### src/rtl/core/oart_pkg.sv
// shared types and constants for the open address record table
`default_nettype none
package oart_pkg;

  // request kinds carried in the input tuser
  localparam logic [1:0] REQ_SEARCH = 2'd0;
  localparam logic [1:0] REQ_PUT    = 2'd1;
  localparam logic [1:0] REQ_REMOVE = 2'd2;
  localparam logic [1:0] REQ_CLEAR  = 2'd3;

  localparam int CAP_W    = 10;
  localparam int CAP_RST  = 512;
  localparam int IN_W     = 256;
  localparam int OUT_W    = 152;
  localparam int CFG_AW   = 2;
  localparam int CFG_DW   = 32;

  // controller states
  typedef enum logic [2:0] {
    S_SWEEP,
    S_IDLE,
    S_SLOT_RD,
    S_SLOT_EV,
    S_REC_EV,
    S_FINISH
  } state_t;

  // commands from controller to datapath
  typedef struct packed {
    logic load;
    logic sweep;
    logic rd_slot;
    logic ev_slot;
    logic ev_rec;
    logic advance;
    logic commit;
  } cmd_t;

  // status from datapath to controller
  typedef struct packed {
    logic sweep_last;
    logic slot_empty;
    logic rec_match;
    logic last_step;
    logic out_busy;
  } stat_t;

endpackage
`default_nettype wire

### src/rtl/core/oart_ctrl.sv
// controller state machine for the record table
`default_nettype none
module oart_ctrl (
  input  wire logic            clk,
  input  wire logic            rst_n,
  input  wire logic            in_tvalid,
  input  wire logic [1:0]      req_type,
  output logic                 in_tready,
  input  wire oart_pkg::stat_t st,
  output oart_pkg::cmd_t       cmd
);

  oart_pkg::state_t state_r, state_nxt;
  logic emit_r, emit_nxt;

  // state and clear-result flag
  always_ff @(posedge clk) begin
    if (!rst_n) begin
      state_r <= oart_pkg::S_SWEEP;
      emit_r  <= 1'b0;
    end else begin
      state_r <= state_nxt;
      emit_r  <= emit_nxt;
    end
  end

  // next state
  always_comb begin
    state_nxt = state_r;
    emit_nxt  = emit_r;
    case (state_r)
      oart_pkg::S_SWEEP: begin
        if (st.sweep_last) begin
          state_nxt = emit_r ? oart_pkg::S_FINISH : oart_pkg::S_IDLE;
        end
      end
      oart_pkg::S_IDLE: begin
        if (in_tvalid) begin
          if (req_type == oart_pkg::REQ_CLEAR) begin
            state_nxt = oart_pkg::S_SWEEP;
            emit_nxt  = 1'b1;
          end else begin
            state_nxt = oart_pkg::S_SLOT_RD;
          end
        end
      end
      oart_pkg::S_SLOT_RD: state_nxt = oart_pkg::S_SLOT_EV;
      oart_pkg::S_SLOT_EV: begin
        state_nxt = st.slot_empty ? oart_pkg::S_FINISH : oart_pkg::S_REC_EV;
      end
      oart_pkg::S_REC_EV: begin
        if (st.rec_match || st.last_step) begin
          state_nxt = oart_pkg::S_FINISH;
        end else begin
          state_nxt = oart_pkg::S_SLOT_RD;
        end
      end
      oart_pkg::S_FINISH: begin
        if (!st.out_busy) begin
          state_nxt = oart_pkg::S_IDLE;
          emit_nxt  = 1'b0;
        end
      end
      default: state_nxt = oart_pkg::S_SWEEP;
    endcase
  end

  // command outputs
  always_comb begin
    cmd       = '0;
    in_tready = 1'b0;
    case (state_r)
      oart_pkg::S_SWEEP:   cmd.sweep = 1'b1;
      oart_pkg::S_IDLE: begin
        in_tready = 1'b1;
        cmd.load  = in_tvalid;
      end
      oart_pkg::S_SLOT_RD: cmd.rd_slot = 1'b1;
      oart_pkg::S_SLOT_EV: cmd.ev_slot = 1'b1;
      oart_pkg::S_REC_EV: begin
        cmd.ev_rec  = 1'b1;
        cmd.advance = !st.rec_match && !st.last_step;
      end
      oart_pkg::S_FINISH:  cmd.commit = !st.out_busy;
      default: cmd = '0;
    endcase
  end

endmodule
`default_nettype wire

### config.mk
export PLATFORM = sky130hd
export DESIGN_NAME = oart_ctrl
export DESIGN_NICKNAME = d
export VERILOG_FILES = /design/src/rtl/core/oart_pkg.sv /design/src/rtl/core/oart_ctrl.sv
export SDC_FILE = /design/constraint.sdc
export NUM_CORES = 1
export LEC_CHECK = 0
export BUFFER_PORTS_ARGS = -buffer_cell sky130_fd_sc_hd__buf_2
export CAP_MARGIN = 20
export CELL_PAD_IN_SITES_DETAIL_PLACEMENT = 1
export CELL_PAD_IN_SITES_GLOBAL_PLACEMENT = 1
export CORE_AREA = 3 3 40 42
export CTS_CLUSTER_DIAMETER = 200
export DETAILED_ROUTE_END_ITERATION = 12
export DIE_AREA = 0 0 43 45
export GPL_ROUTABILITY_DRIVEN = 0
export PLACE_DENSITY_LB_ADDON = 0.1
export SYNTH_ARGS = -nofsm -noshare
export SYNTH_HDL_FRONTEND = slang
export SYNTH_SLANG_ARGS = --single-unit
### constraint.sdc
create_clock -name clk -period 1.2 [get_ports clk]
set_input_delay 0.12 -clock clk [delete_from_list [all_inputs] [get_ports clk]]
set_output_delay 0.12 -clock clk [all_outputs]
set_load 0.03 [all_outputs]
==> impl_metrics.sql, run 1 <==
INSERT INTO impl_metrics (metric_group, metric, value, unit) VALUES
('routing', 'routed.top_layer', 'met4', ''),
('final_layout', 'finalInstanceArea', '697', 'µm²'),
('synth', 'synth_seq_area_share', '0.218', ''),
('sta', 'setup_viol', '7', ''),
('critical_path', 'worstPathMaxFanout', '4', ''),
('synth', 'yosys_register_bits', '4', ''),
('sta', 'final.min_clock_period', '1.31', 'ns'),
('grt', 'first_pass_grt_wire_length', '2160', 'µm'),
('job', 'max_cap_violations', '0', ''),
('floorplan', 'vertical_die_dimension', '45', 'µm'),
('synth', 'postSynthAreaPerCell', '8.94', 'µm²'),
('synth', 'synth-edff-count', '0', ''),
('clocking', 'clock_transition_at_the_register_clock_pins_on_the_worst_setup_and_hold_paths_after_cts', '0.04', 'ns'),
('run_status', 'failed_checks', 'setup timing', ''),
('sta', 'finalHoldViolCount', '0', ''),
('clocking', 'ctsLongestPathBuffers', '2', ''),
('pwr', 'pwr-share-seq', '0.255', ''),
('worst_hold_path', 'min-delay-path-class', 'input pin to flip-flop', ''),
('pwr', 'vdd_ir_drop_max', '355', 'µV'),
('sta', 'rsz0062_at_grt', 'yes', ''),
('placed_design', 'dp_slack', '-0.143', 'ns'),
('critical_path', 'cp-end-kind', 'output port', ''),
('floorplan', 'core', '1280', 'µm²'),
('pwr', 'share_comb_of_total_power', '0.482', ''),
('synth', 'ys.warnings.count', '0', ''),
('synth', 'ys_dominant_reg_cell', 'sky130_fd_sc_hd__dfxtp_1', ''),
('critical_path', 'crit-reg2reg-capture', 'state_r[2]$_SDFFE_PN0P_', ''),
('grt', 'globalRouteOverflowTotal', '0', ''),
('critical_path', 'timing.setup.critical_path_class', 'flip-flop to output port', ''),
('synth', 'syn_nets', '51', ''),
('sta', 'finClkSkew', '0.00298', 'ns'),
('synth', 'async_reset_ff_frac', '0', ''),
('routing', 'met2WireLength', '715', 'µm'),
('pwr', 'clkPwrFrac', '0.263', ''),
('synth', 'synthesis.area', '367', 'µm²'),
('critical_path', 'r2r_cells', '5', ''),
('critical_path', 'crit_required', '1.08', 'ns'),
('final_layout', 'layout_net_count', '81', ''),
('run_status', 'outcome', 'finished with violations', ''),
('critical_path', 'setup.reg_to_reg.worst_slack', '-0.02', 'ns'),
('worst_hold_path', 'timing.hold.worst.start', 'rst_n', ''),
('final_layout', 'areaGrowthSynthToFinish', '90.1', '%'),
('grt', 'grt_pass1_vias', '460', ''),
('sta', 'worstMarginPinSlew', '0.263', 'ns'),
('clocking', 'clock_tree.root_cell', 'sky130_fd_sc_hd__clkbuf_4', ''),
('pwr', 'cellPowerDensity', '920', 'nW/µm²'),
('pwr', 'power_leakage', '0.308', 'nW'),
('routing', 'wl_per_cell', '15.7', 'µm'),
('sta', 'fmax', '0.766', 'GHz'),
('routing', 'routed_length_on_met1', '513', 'µm'),
('floorplan', 'ios', '18', ''),
('grt', 'grt_antenna_before_repair', '0', ''),
('critical_path', 'arrival', '1.19', 'ns'),
('clocking', 'tritoncts_num_sinks', '4', ''),
('worst_hold_path', 'min_delay_path_depth', '2', ''),
('final_layout', 'stdcell_count', '84', ''),
('clocking', 'ctsHoldBuffers', '0', ''),
('floorplan', 'num_rows', '13', ''),
('floorplan', 'die_area', '1940', 'µm²'),
('synth', 'yosys-top-cells-area', 'sky130_fd_sc_hd__dfxtp_1 (22%), sky130_fd_sc_hd__nor3b_2 (6.8%), sky130_fd_sc_hd__buf_6 (6.1%)', ''),
('worst_hold_path', 'hold_end', 'state_r[0]$_SDFFE_PN0P_', ''),
('routing', 'wl', '1320', 'µm'),
('clocking', 'htree_num_levels', '1', ''),
('routing', 'antenna_violation_net_count_after_detailed_routing', '0', ''),
('placed_design', 'numPortBuffers', '17', ''),
('pwr', 'power_switching_share', '0.351', ''),
('pwr', 'net_switching_component_of_the_power', '225', 'µW'),
('sta', 'worst_slack', '-0.106', 'ns'),
('clocking', 'clk-insertion-delay-late', '0.23', 'ns'),
('placed_design', 'numPlacedInstances', '75', ''),
('grt', 'global_route.usage.total', '0.149', '');
-- synthesized netlist by cell type, types with 2 or more instances --
library cell	count
sky130_fd_sc_hd__buf_6	2
sky130_fd_sc_hd__nor2_1	4
sky130_fd_sc_hd__nor3_1	2
sky130_fd_sc_hd__dfxtp_1	4
sky130_fd_sc_hd__nor3b_2	2
sky130_fd_sc_hd__nand2_1	2
sky130_fd_sc_hd__nor2b_1	2
-- cells by family (layout without fill, tap and decap cells) --
family,Yosys count,count (layout),share of synthesized area
simple gates,21,21,0.420
buf+inv,3,31,0.0751
compound gates,12,12,0.259
flops,4,4,0.218
mux,1,1,0.0273
-- critical path, cell delays in order, from the launching register on --
cell and delay [ns]:
sky130_fd_sc_hd__dfxtp_2 0.33, sky130_fd_sc_hd__nand2b_4 0.17, sky130_fd_sc_hd__nor4_4 0.27, sky130_fd_sc_hd__buf_6 0.18
-- final cells by class --
| class | count | area (µm²) | area share |
|---|---|---|---|
| Timing Repair Buffer | 28 | 236 | 0.339 |
| Sequential cell | 4 | 88.8 | 0.127 |
| Tap cell | 15 | 18.8 | 0.0269 |
| Clock buffer | 3 | 22.5 | 0.0323 |
| Multi-Input combinational cell | 34 | 330 | 0.474 |
-- power by group through the flow --
| stage | registers, mW | logic, mW | clock network (mW) |
|---|---|---|---|
| after floorplan | 0.155 | 0.160 | 0 |
| after global placement | 0.162 | 0.218 | 0 |
| after detailed placement | 0.164 | 0.229 | 0 |
| after CTS | 0.167 | 0.285 | 0.180 |
| after global routing | 0.165 | 0.335 | 0.186 |
| final | 0.164 | 0.309 | 0.169 |
-- worst max-delay path by stage --
stage,endpoint,startpoint,slack [ns]
CTS,cmd[1],state_r[1]$_SDFFE_PN0P_,-0.1
finish,cmd[1],state_r[1]$_SDFFE_PN0P_,-0.11
global placement,state_r[0]$_SDFFE_PN0P_,state_r[0]$_SDFFE_PN0P_,-0.07
detailed placement,state_r[0]$_SDFFE_PN0P_,state_r[0]$_SDFFE_PN0P_,-0.14
floorplan,state_r[1]$_SDFFE_PN0P_,state_r[0]$_SDFFE_PN0P_,0.009
global route,cmd[6],state_r[1]$_SDFFE_PN0P_,-0.14
-- per-layer routing --
| layer | vias to the layer above | track usage |
|---|---|---|
| met4 | 0 | 0.0301 |
| li1 | 212 | - |
| met5 | - | 0 |
| met3 | 2 | 0.0438 |
| met1 | 213 | 0.158 |
| met2 | 18 | 0.290 |
-- metrics by stage --
stage	hold slack (ns)	total power, mW	setup TNS [ns]	util
after CTS	0.148	0.632	-0.373	0.508
after global routing	0.161	0.687	-0.840	0.542
after floorplan	0.248	0.315	0	-
final	0.149	0.641	-0.296	0.542
after global placement	0.384	0.380	-0.0899	0.388
after detailed placement	0.391	0.393	-0.272	0.388
-- flip-flops by register name, indices dropped and copies added, names as in the netlist --
| register | cells |
|---|---|
| state_r | 3 |
| emit_r | 1 |
-- what timing repair did --
| item | in CTS | in global routing |
|---|---|---|
| endpoints found under the setup margin | 12 | 11 |
| gates resized for setup | 28 | 8 |
| buffers inserted | 4 | 2 |
| pin swaps | 7 | 6 |
No activity file was read; power rests on OpenSTA's default activity.
==> run 2: changes to the inputs <==
Settings changed: MAX_ROUTING_LAYER set to met4.
==> run 2 against run 1 <==
Effect of this change:
- the run still ends with setup timing left
- clock skew about the same
- worst hold slack gained 0.00073 ns
- first-iteration DRC count stayed put
- non-clock buffer count is the same
- combinational power is essentially flat
- critical endpoint unchanged
==> impl_metrics.sql, run 2 (same netlist as run 1, synthesis figures left out) <==
INSERT INTO impl_metrics (metric_group, metric, value, unit) VALUES
('clocking', 'clock_transition_at_the_register_clock_pins_on_the_worst_setup_and_hold_paths_after_cts', '0.04', 'ns'),
('grt', 'globalRouteOverflowTotal', '0', ''),
('sta', 'finalHoldViolCount', '0', ''),
('floorplan', 'vertical_die_dimension', '45', 'µm'),
('grt', 'grt_pass1_vias', '457', ''),
('worst_hold_path', 'min-delay-path-class', 'input pin to flip-flop', ''),
('pwr', 'power.internal', '416', 'µW'),
('floorplan', 'initial_core_util', '0.285', ''),
('pwr', 'cellPowerDensity', '919', 'nW/µm²'),
('floorplan', 'ios', '18', ''),
('sta', 'setup_viol', '7', ''),
('routing', 'vias_per_cell', '5.30', ''),
('floorplan', 'num_rows', '13', ''),
('clocking', 'ctsLongestPathBuffers', '2', ''),
('pwr', 'clkPwrFrac', '0.262', ''),
('final_layout', 'final_layout_size_suffix_gt1_frac', '0.696', ''),
('clocking', 'ctsHoldBuffers', '0', ''),
('floorplan', 'die_w', '43', 'µm'),
('sta', 'headroom_to_the_max_slew_limit', '0.826', ''),
('sta', 'worst_slack', '-0.103', 'ns'),
('floorplan', 'core', '1280', 'µm²'),
('critical_path', 'timing.setup.critical_path_class', 'flip-flop to output port', ''),
('critical_path', 'startpoint_type', 'flip-flop', ''),
('sta', 'hold_ws', '0.149', 'ns'),
('placed_design', 'numPortBuffers', '17', ''),
('critical_path', 'arrival', '1.18', 'ns'),
('pwr', 'net_switching_component_of_the_power', '225', 'µW'),
('pwr', 'power_leakage', '0.308', 'nW'),
('grt', 'grt_start_max_net_pins', '13', ''),
('final_layout', 'fillerInstances', '164', ''),
('clocking', 'tritoncts', 'built', ''),
('routing', 'drt_drc_violations_left', '0', ''),
('grt', 'first_pass_grt_wire_length', '2170', 'µm'),
('clocking', 'cts_inserted_buffers', '3', ''),
('sta', 'finClkSkew', '0.00297', 'ns'),
('final_layout', 'reg.largest.list', 'state_r x3, emit_r x1', ''),
('final_layout', 'largest_reg_flops', '3', ''),
('sta', 'final_max_slew_viol_count', '0', ''),
('final_layout', 'finalInstanceArea', '697', 'µm²'),
('routing', 'drt-pass1-iter-count', '2', ''),
('pwr', 'share_comb_of_total_power', '0.482', ''),
('final_layout', 'areaGrowthSynthToFinish', '90.1', '%'),
('critical_path', 'cp-end-kind', 'output port', ''),
('sta', 'fmax', '0.768', 'GHz'),
('final_layout', 'largest_register_by_flop_count', 'state_r', ''),
('sta', 'rsz0062_at_grt', 'yes', ''),
('pwr', 'pwr-share-seq', '0.256', ''),
('sta', 'period_share', '1.09', ''),
('routing', 'drt_iter0_drc', '2', ''),
('sta', 'final.min_clock_period', '1.30', 'ns'),
('critical_path', 'crit_required', '1.08', 'ns'),
('pwr', 'power_switching_share', '0.351', ''),
('routing', 'wl', '1320', 'µm'),
('clocking', 'clk-insertion-delay-late', '0.23', 'ns'),
('critical_path', 'setup.reg_to_reg.worst_slack', '-0.02', 'ns'),
('clocking', 'tritoncts_num_sinks', '4', ''),
('critical_path', 'worstPathMaxFanout', '4', ''),
('clocking', 'htree_num_levels', '1', ''),
('pwr', 'vdd_ir_drop_max', '355', 'µV'),
('grt', 'grt_antenna_before_repair', '0', ''),
('final_layout', 'top_library_cells_by_usage_in_the_layout_fill_and_taps_aside', 'sky130_fd_sc_hd__buf_2 (9), sky130_fd_sc_hd__buf_6 (9), sky130_fd_sc_hd__buf_4 (8), sky130_fd_sc_hd__nor2_1 (4), sky130_fd_sc_hd__clkbuf_4 (3)', ''),
('routing', 'wl_per_cell', '15.8', 'µm'),
('job', 'max_cap_violations', '0', ''),
('placed_design', 'dpl-instance-area', '498', 'µm²'),
('final_layout', 'antennaDiodeCount', '0', ''),
('floorplan', 'die_area', '1940', 'µm²'),
('clocking', 'clock_tree.root_cell', 'sky130_fd_sc_hd__clkbuf_4', ''),
('routing', 'antenna_violation_net_count_after_detailed_routing', '0', ''),
('run_status', 'failed_checks', 'setup timing', ''),
('run_status', 'outcome', 'finished with violations', ''),
('sta', 'worstMarginPinSlew', '0.260', 'ns'),
('final_layout', 'layout_net_count', '81', ''),
('routing', 'via_count', '445', ''),
('placed_design', 'hpwlAfterDp', '958', 'µm'),
('grt', 'global_route.usage.total', '0.154', '');
## run 2: cell counts in the layout (fill, tap and decap cells not counted)
No cell type changed its count.
## run 2: area by class of cell
type                    count  area [µm²]  share of cell area
clock buffers               3        22.5              0.0323
multi-input cells          34         330               0.474
flip-flops and latches      4        88.8               0.127
well taps                  15        18.8              0.0269
repair buffers             28         236               0.339
## run 2: per-layer routing
layer | wire length (µm) | part of all wire | global-route usage | vias to the layer above
met5 | 0 | 0 | - | -
met4 | 12 | 0.0091 | 0.0301 | 0
met3 | 75 | 0.057 | 0.0438 | 2
met2 | 714 | 0.54 | 0.290 | 18
met1 | 521 | 0.39 | 0.161 | 213
li1 | - | - | - | 212
## run 2: critical path, cell delays in order, from the launching register on
cell	delay (ns)
sky130_fd_sc_hd__dfxtp_2	0.33
sky130_fd_sc_hd__nand2b_4	0.17
sky130_fd_sc_hd__nor4_4	0.27
sky130_fd_sc_hd__buf_6	0.18
## run 2: worst paths after layout
path	from	end	depth (start not counted)
worst max-delay path	state_r[1]$_SDFFE_PN0P_	cmd[1]	3
worst min register to register	emit_r$_SDFFE_PN0P_	emit_r$_SDFFE_PN0P_	2
worst max register to register	state_r[2]$_SDFFE_PN0P_	state_r[2]$_SDFFE_PN0P_	5
worst min-delay path	rst_n	state_r[0]$_SDFFE_PN0P_	2
## run 2: what timing repair did
item | CTS | global route
setup endpoints to repair | 12 | 11
pin swaps | 7 | 6
setup buffers | 4 | 2
gates resized for setup | 28 | 8
## run 2: power by group through the flow
stage                     combinational, mW  clock (mW)  sequential, mW
after global routing                  0.335       0.186           0.165
after floorplan                       0.160           0           0.155
after detailed placement              0.229           0           0.164
final                                 0.309       0.168           0.164
after CTS                             0.285       0.180           0.167
after global placement                0.218           0           0.162
## run 2: metrics by stage
| stage | setup WS [ns] | power (mW) | instances | TNS (ns) | utilization |
|---|---|---|---|---|---|
| after floorplan | 0.00883 | 0.315 | 41 | 0 | - |
| after global placement | -0.0675 | 0.380 | 75 | -0.0899 | 0.388 |
| after detailed placement | -0.143 | 0.393 | 75 | -0.272 | 0.388 |
| after CTS | -0.0956 | 0.632 | 82 | -0.373 | 0.508 |
| after global routing | -0.135 | 0.687 | 84 | -0.817 | 0.542 |
| final | -0.103 | 0.641 | 84 | -0.291 | 0.542 |
==> run 3: changes to the inputs <==
Settings changed: ABC_AREA set to 1, CORE_AREA 3 3 40 42 to not set, CORE_MARGIN set to 3, CORE_UTILIZATION set to 26, DIE_AREA 0 0 43 45 to not set.
==> run 3 against run 2 <==
Effect of this change:
- the run still ends with setup timing left
- largest power group unchanged
- core utilization shrank 3.5 points
- flip-flop and latch count is the same
- register-to-register slack gained 0.07 ns
- worst hold slack gained 0.011 ns
- routed wire length shrank 23%
- synthesized cell count grew 37%
- critical path type unchanged
==> impl_metrics.sql, run 3 <==
INSERT INTO impl_metrics (metric_group, metric, value, unit) VALUES
('sta', 'finalHoldViolCount', '0', ''),
('final_layout', 'areaGrowthSynthToFinish', '75.3', '%'),
('sta', 'hold_ws', '0.161', 'ns'),
('synth', 'ys.warnings.count', '0', ''),
('sta', 'period_share', '1.03', ''),
('worst_hold_path', 'min-delay-path-class', 'input pin to flip-flop', ''),
('job', 'max_cap_violations', '0', ''),
('synth', 'synthSimpleGateAreaFrac', '0.439', ''),
('floorplan', 'ios', '18', ''),
('synth', 'synth_seq_area_share', '0.236', ''),
('critical_path', 'setup.reg_to_reg.worst_slack', '0.05', 'ns'),
('synth', 'synth-edff-count', '0', ''),
('routing', 'vias_per_cell', '4.65', ''),
('floorplan', 'core', '1170', 'µm²'),
('final_layout', 'stdcell_count', '94', ''),
('critical_path', 'timing.rr.start', 'state_r[0]$_SDFFE_PN0P_', ''),
('critical_path', 'crit_required', '1.08', 'ns'),
('synth', 'synthesized_instance_count', '56', ''),
('sta', 'headroom_to_the_max_slew_limit', '0.850', ''),
('critical_path', 'startpoint_type', 'flip-flop', ''),
('final_layout', 'reg.largest.list', 'state_r x3, emit_r x1', ''),
('pwr', 'cellPowerDensity', '1200', 'nW/µm²'),
('placed_design', 'dp_slack', '0.00200', 'ns'),
('clocking', 'clock_transition_at_the_register_clock_pins_on_the_worst_setup_and_hold_paths_after_cts', '0.04', 'ns'),
('sta', 'final_max_slew_viol_count', '0', ''),
('run_status', 'failed_checks', 'setup timing', ''),
('final_layout', 'final_layout_size_suffix_gt1_frac', '0.600', ''),
('synth', 'list_of_most_frequent_post_synthesis_cells', 'sky130_fd_sc_hd__inv_1 (12), sky130_fd_sc_hd__nand2_1 (10), sky130_fd_sc_hd__nand3_1 (7), sky130_fd_sc_hd__dfxtp_1 (4), sky130_fd_sc_hd__nor2_2 (4)', ''),
('synth', 'postSynthAreaPerCell', '6.05', 'µm²'),
('clocking', 'clock_tree.root_cell', 'sky130_fd_sc_hd__clkbuf_4', ''),
('grt', 'grt.met2_usage', '0.238', ''),
('sta', 'setup_viol', '6', ''),
('placed_design', 'numPlacedInstances', '87', ''),
('critical_path', 'startpoint', 'state_r[1]$_SDFFE_PN0P_', ''),
('critical_path', 'cp-end-kind', 'output port', ''),
('synth', 'ys_dominant_reg_cell', 'sky130_fd_sc_hd__dfxtp_1', ''),
('floorplan', 'num_rows', '12', ''),
('placed_design', 'hpwlAfterDp', '844', 'µm'),
('synth', 'largest_family_of_logic_cells_by_synthesized_area', 'simple AND/OR/NAND/NOR gates', ''),
('pwr', 'total_power', '715', 'µW'),
('critical_path', 'timing.setup.critical_path_class', 'flip-flop to output port', ''),
('synth', 'synth_most_common_cell', 'sky130_fd_sc_hd__inv_1', ''),
('critical_path', 'setup.worst_path.end', 'cmd[4]', ''),
('routing', 'antenna_violation_net_count_after_detailed_routing', '0', ''),
('critical_path', 'worstPathMaxFanout', '4', ''),
('routing', 'drt_iter0_drc', '0', ''),
('synth', 'yosys-top-cells-area', 'sky130_fd_sc_hd__dfxtp_1 (24%), sky130_fd_sc_hd__inv_1 (13%), sky130_fd_sc_hd__nand2_1 (11%)', ''),
('run_status', 'outcome', 'finished with violations', ''),
('grt', 'grt_antenna_before_repair', '0', ''),
('routing', 'drt-pass1-iter-count', '1', ''),
('final_layout', 'largest_reg_flops', '3', ''),
('synth', 'compound_gate_portion_of_the_synthesized_area', '0.0959', ''),
('grt', 'grt_use_met3', '0.0172', ''),
('floorplan', 'die_area', '1770', 'µm²'),
('synth', 'synth.lib_cells_used.distinct', '17', ''),
('pwr', 'power_leakage', '0.322', 'nW'),
('sta', 'worstMarginPinSlew', '0.225', 'ns'),
('routing', 'via_count', '437', ''),
('sta', 'worst_slack', '-0.0391', 'ns'),
('synth', 'cell_type_with_the_largest_total_area_after_synthesis', 'sky130_fd_sc_hd__dfxtp_1', ''),
('final_layout', 'fillerInstances', '156', ''),
('grt', 'global_route.usage.total', '0.142', ''),
('final_layout', 'antennaDiodeCount', '0', ''),
('clocking', 'tritoncts_num_sinks', '4', ''),
('clocking', 'clk-insertion-delay-late', '0.25', 'ns'),
('clocking', 'ctsLongestPathBuffers', '2', ''),
('grt', 'grt_use_met1', '0.150', ''),
('grt', 'first_pass_grt_wire_length', '1820', 'µm'),
('sta', 'final.min_clock_period', '1.24', 'ns'),
('critical_path', 'crit-reg2reg-capture', 'state_r[2]$_SDFFE_PN0P_', ''),
('synth', 'async_reset_ff_frac', '0', ''),
('synth', 'yosys_register_bits', '4', ''),
('routing', 'wl', '1020', 'µm'),
('synth', 'post_synth_fa_ha_maj_area_fraction', '0', ''),
('synth', 'yosys-mux-area-fraction', '0', ''),
('synth', 'syn_nets', '66', ''),
('floorplan', 'die_w', '42.1', 'µm'),
('floorplan', 'vertical_die_dimension', '42.1', 'µm'),
('grt', 'grt-busiest-layer', 'met2', ''),
('pwr', 'vdd_ir_drop_max', '599', 'µV'),
('critical_path', 'arrival', '1.12', 'ns'),
('grt', 'grt_pass1_vias', '462', ''),
('grt', 'grt_start_max_net_pins', '9', ''),
('synth', 'netlist.area_leader.share', '0.236', ''),
('routing', 'wl_per_cell', '10.9', 'µm'),
('synth', 'synthesis.area', '339', 'µm²'),
('floorplan', 'initial_core_util', '0.290', ''),
('clocking', 'cts_inserted_buffers', '3', ''),
('final_layout', 'top_library_cells_by_usage_in_the_layout_fill_and_taps_aside', 'sky130_fd_sc_hd__inv_1 (9), sky130_fd_sc_hd__buf_2 (9), sky130_fd_sc_hd__buf_4 (8), sky130_fd_sc_hd__nand2_1 (7), sky130_fd_sc_hd__buf_6 (6)', ''),
('clocking', 'ctsHoldBuffers', '0', ''),
('critical_path', 'r2r_cells', '8', ''),
('grt', 'globalRouteOverflowTotal', '0', ''),
('clocking', 'htree_num_levels', '1', ''),
('sta', 'rsz0062_at_grt', 'yes', ''),
('final_layout', 'final_core_utilization', '0.507', ''),
('sta', 'finClkSkew', '0.000395', 'ns'),
('routing', 'drt_drc_violations_left', '0', ''),
('sta', 'fmax', '0.807', 'GHz'),
('placed_design', 'numPortBuffers', '17', ''),
('synth', 'synth_xor_xnor_area_share', '0', ''),
('final_layout', 'layout_net_count', '92', ''),
('final_layout', 'largest_register_by_flop_count', 'state_r', ''),
('clocking', 'tritoncts', 'built', '');
## run 3: cell types whose count changed after synthesis, sizes merged, moves of 3 or more
| cell | delta |
|---|---|
| nand3 | +8 |
| nor3b | -3 |
| nand2 | +8 |
| inv | +14 |
## run 3: layout make-up
type                       instances  area, µm²  area share
multi-input combinational         35        234       0.394
inverter                          15       58.8      0.0989
timing repair buffer              23        173       0.291
sequential                         4       88.8       0.149
tap                               14       17.5      0.0295
clock buffer                       3       22.5      0.0379
## run 3: repair_timing
| item | 4_1_cts | 5_1_grt |
|---|---|---|
| setup buffers | 4 | 0 |
| pin swaps | 2 | 5 |
| gates resized for setup | 22 | 11 |
| endpoints found under the setup margin | 9 | 10 |
## run 3: cell families after synthesis
kind of cell / count (synthesis)
and+or+nand+nor: 29
AOI/OAI and AO/OA: 6
buffers and inverters: 17
DFF: 4
## run 3: through the flow
| step | TNS, ns | area, µm² |
|---|---|---|
| after floorplan | 0 | 347 |
| after global placement | 0 | 445 |
| after detailed placement | 0 | 445 |
| after CTS | -0.234 | 563 |
| after global routing | -0.634 | 594 |
| final | -0.127 | 594 |
## run 3: routing by layer
metal  up-vias  routed length (µm)
met2        16                 517
li1        220                   -
met3         2                  67
met4         0                  24
met5         -                   0
met1       199                 414
## run 3: worst min-delay path by stage
stage               slack [ns]  startpoint  cells past startpoint                 endpoint
global placement          0.39       rst_n                      3  state_r[1]$_SDFFE_PN0P_
detailed placement        0.39       rst_n                      3  state_r[1]$_SDFFE_PN0P_
CTS                       0.13       rst_n                      3  state_r[1]$_SDFFE_PN0P_
global route              0.20       rst_n                      3  state_r[0]$_SDFFE_PN0P_
finish                    0.16       rst_n                      3  state_r[0]$_SDFFE_PN0P_
floorplan                 0.28       rst_n                      2  state_r[1]$_SDFFE_PN0P_
## run 3: critical path: stages, from the launching register on
cell,delay [ns]
sky130_fd_sc_hd__dfxtp_4,0.37
sky130_fd_sc_hd__inv_2,0.07
sky130_fd_sc_hd__nor2_2,0.12
sky130_fd_sc_hd__nand2_1,0.10
sky130_fd_sc_hd__inv_1,0.06
sky130_fd_sc_hd__buf_4,0.15
## run 3: power breakdown
group | internal [mW] | leakage (nW) | total [mW] | switching [mW]
clock | 0.113 | 0.0138 | 0.185 | 0.0721
sequential | 0.147 | 0.0344 | 0.165 | 0.0175
combinational | 0.163 | 0.273 | 0.365 | 0.202
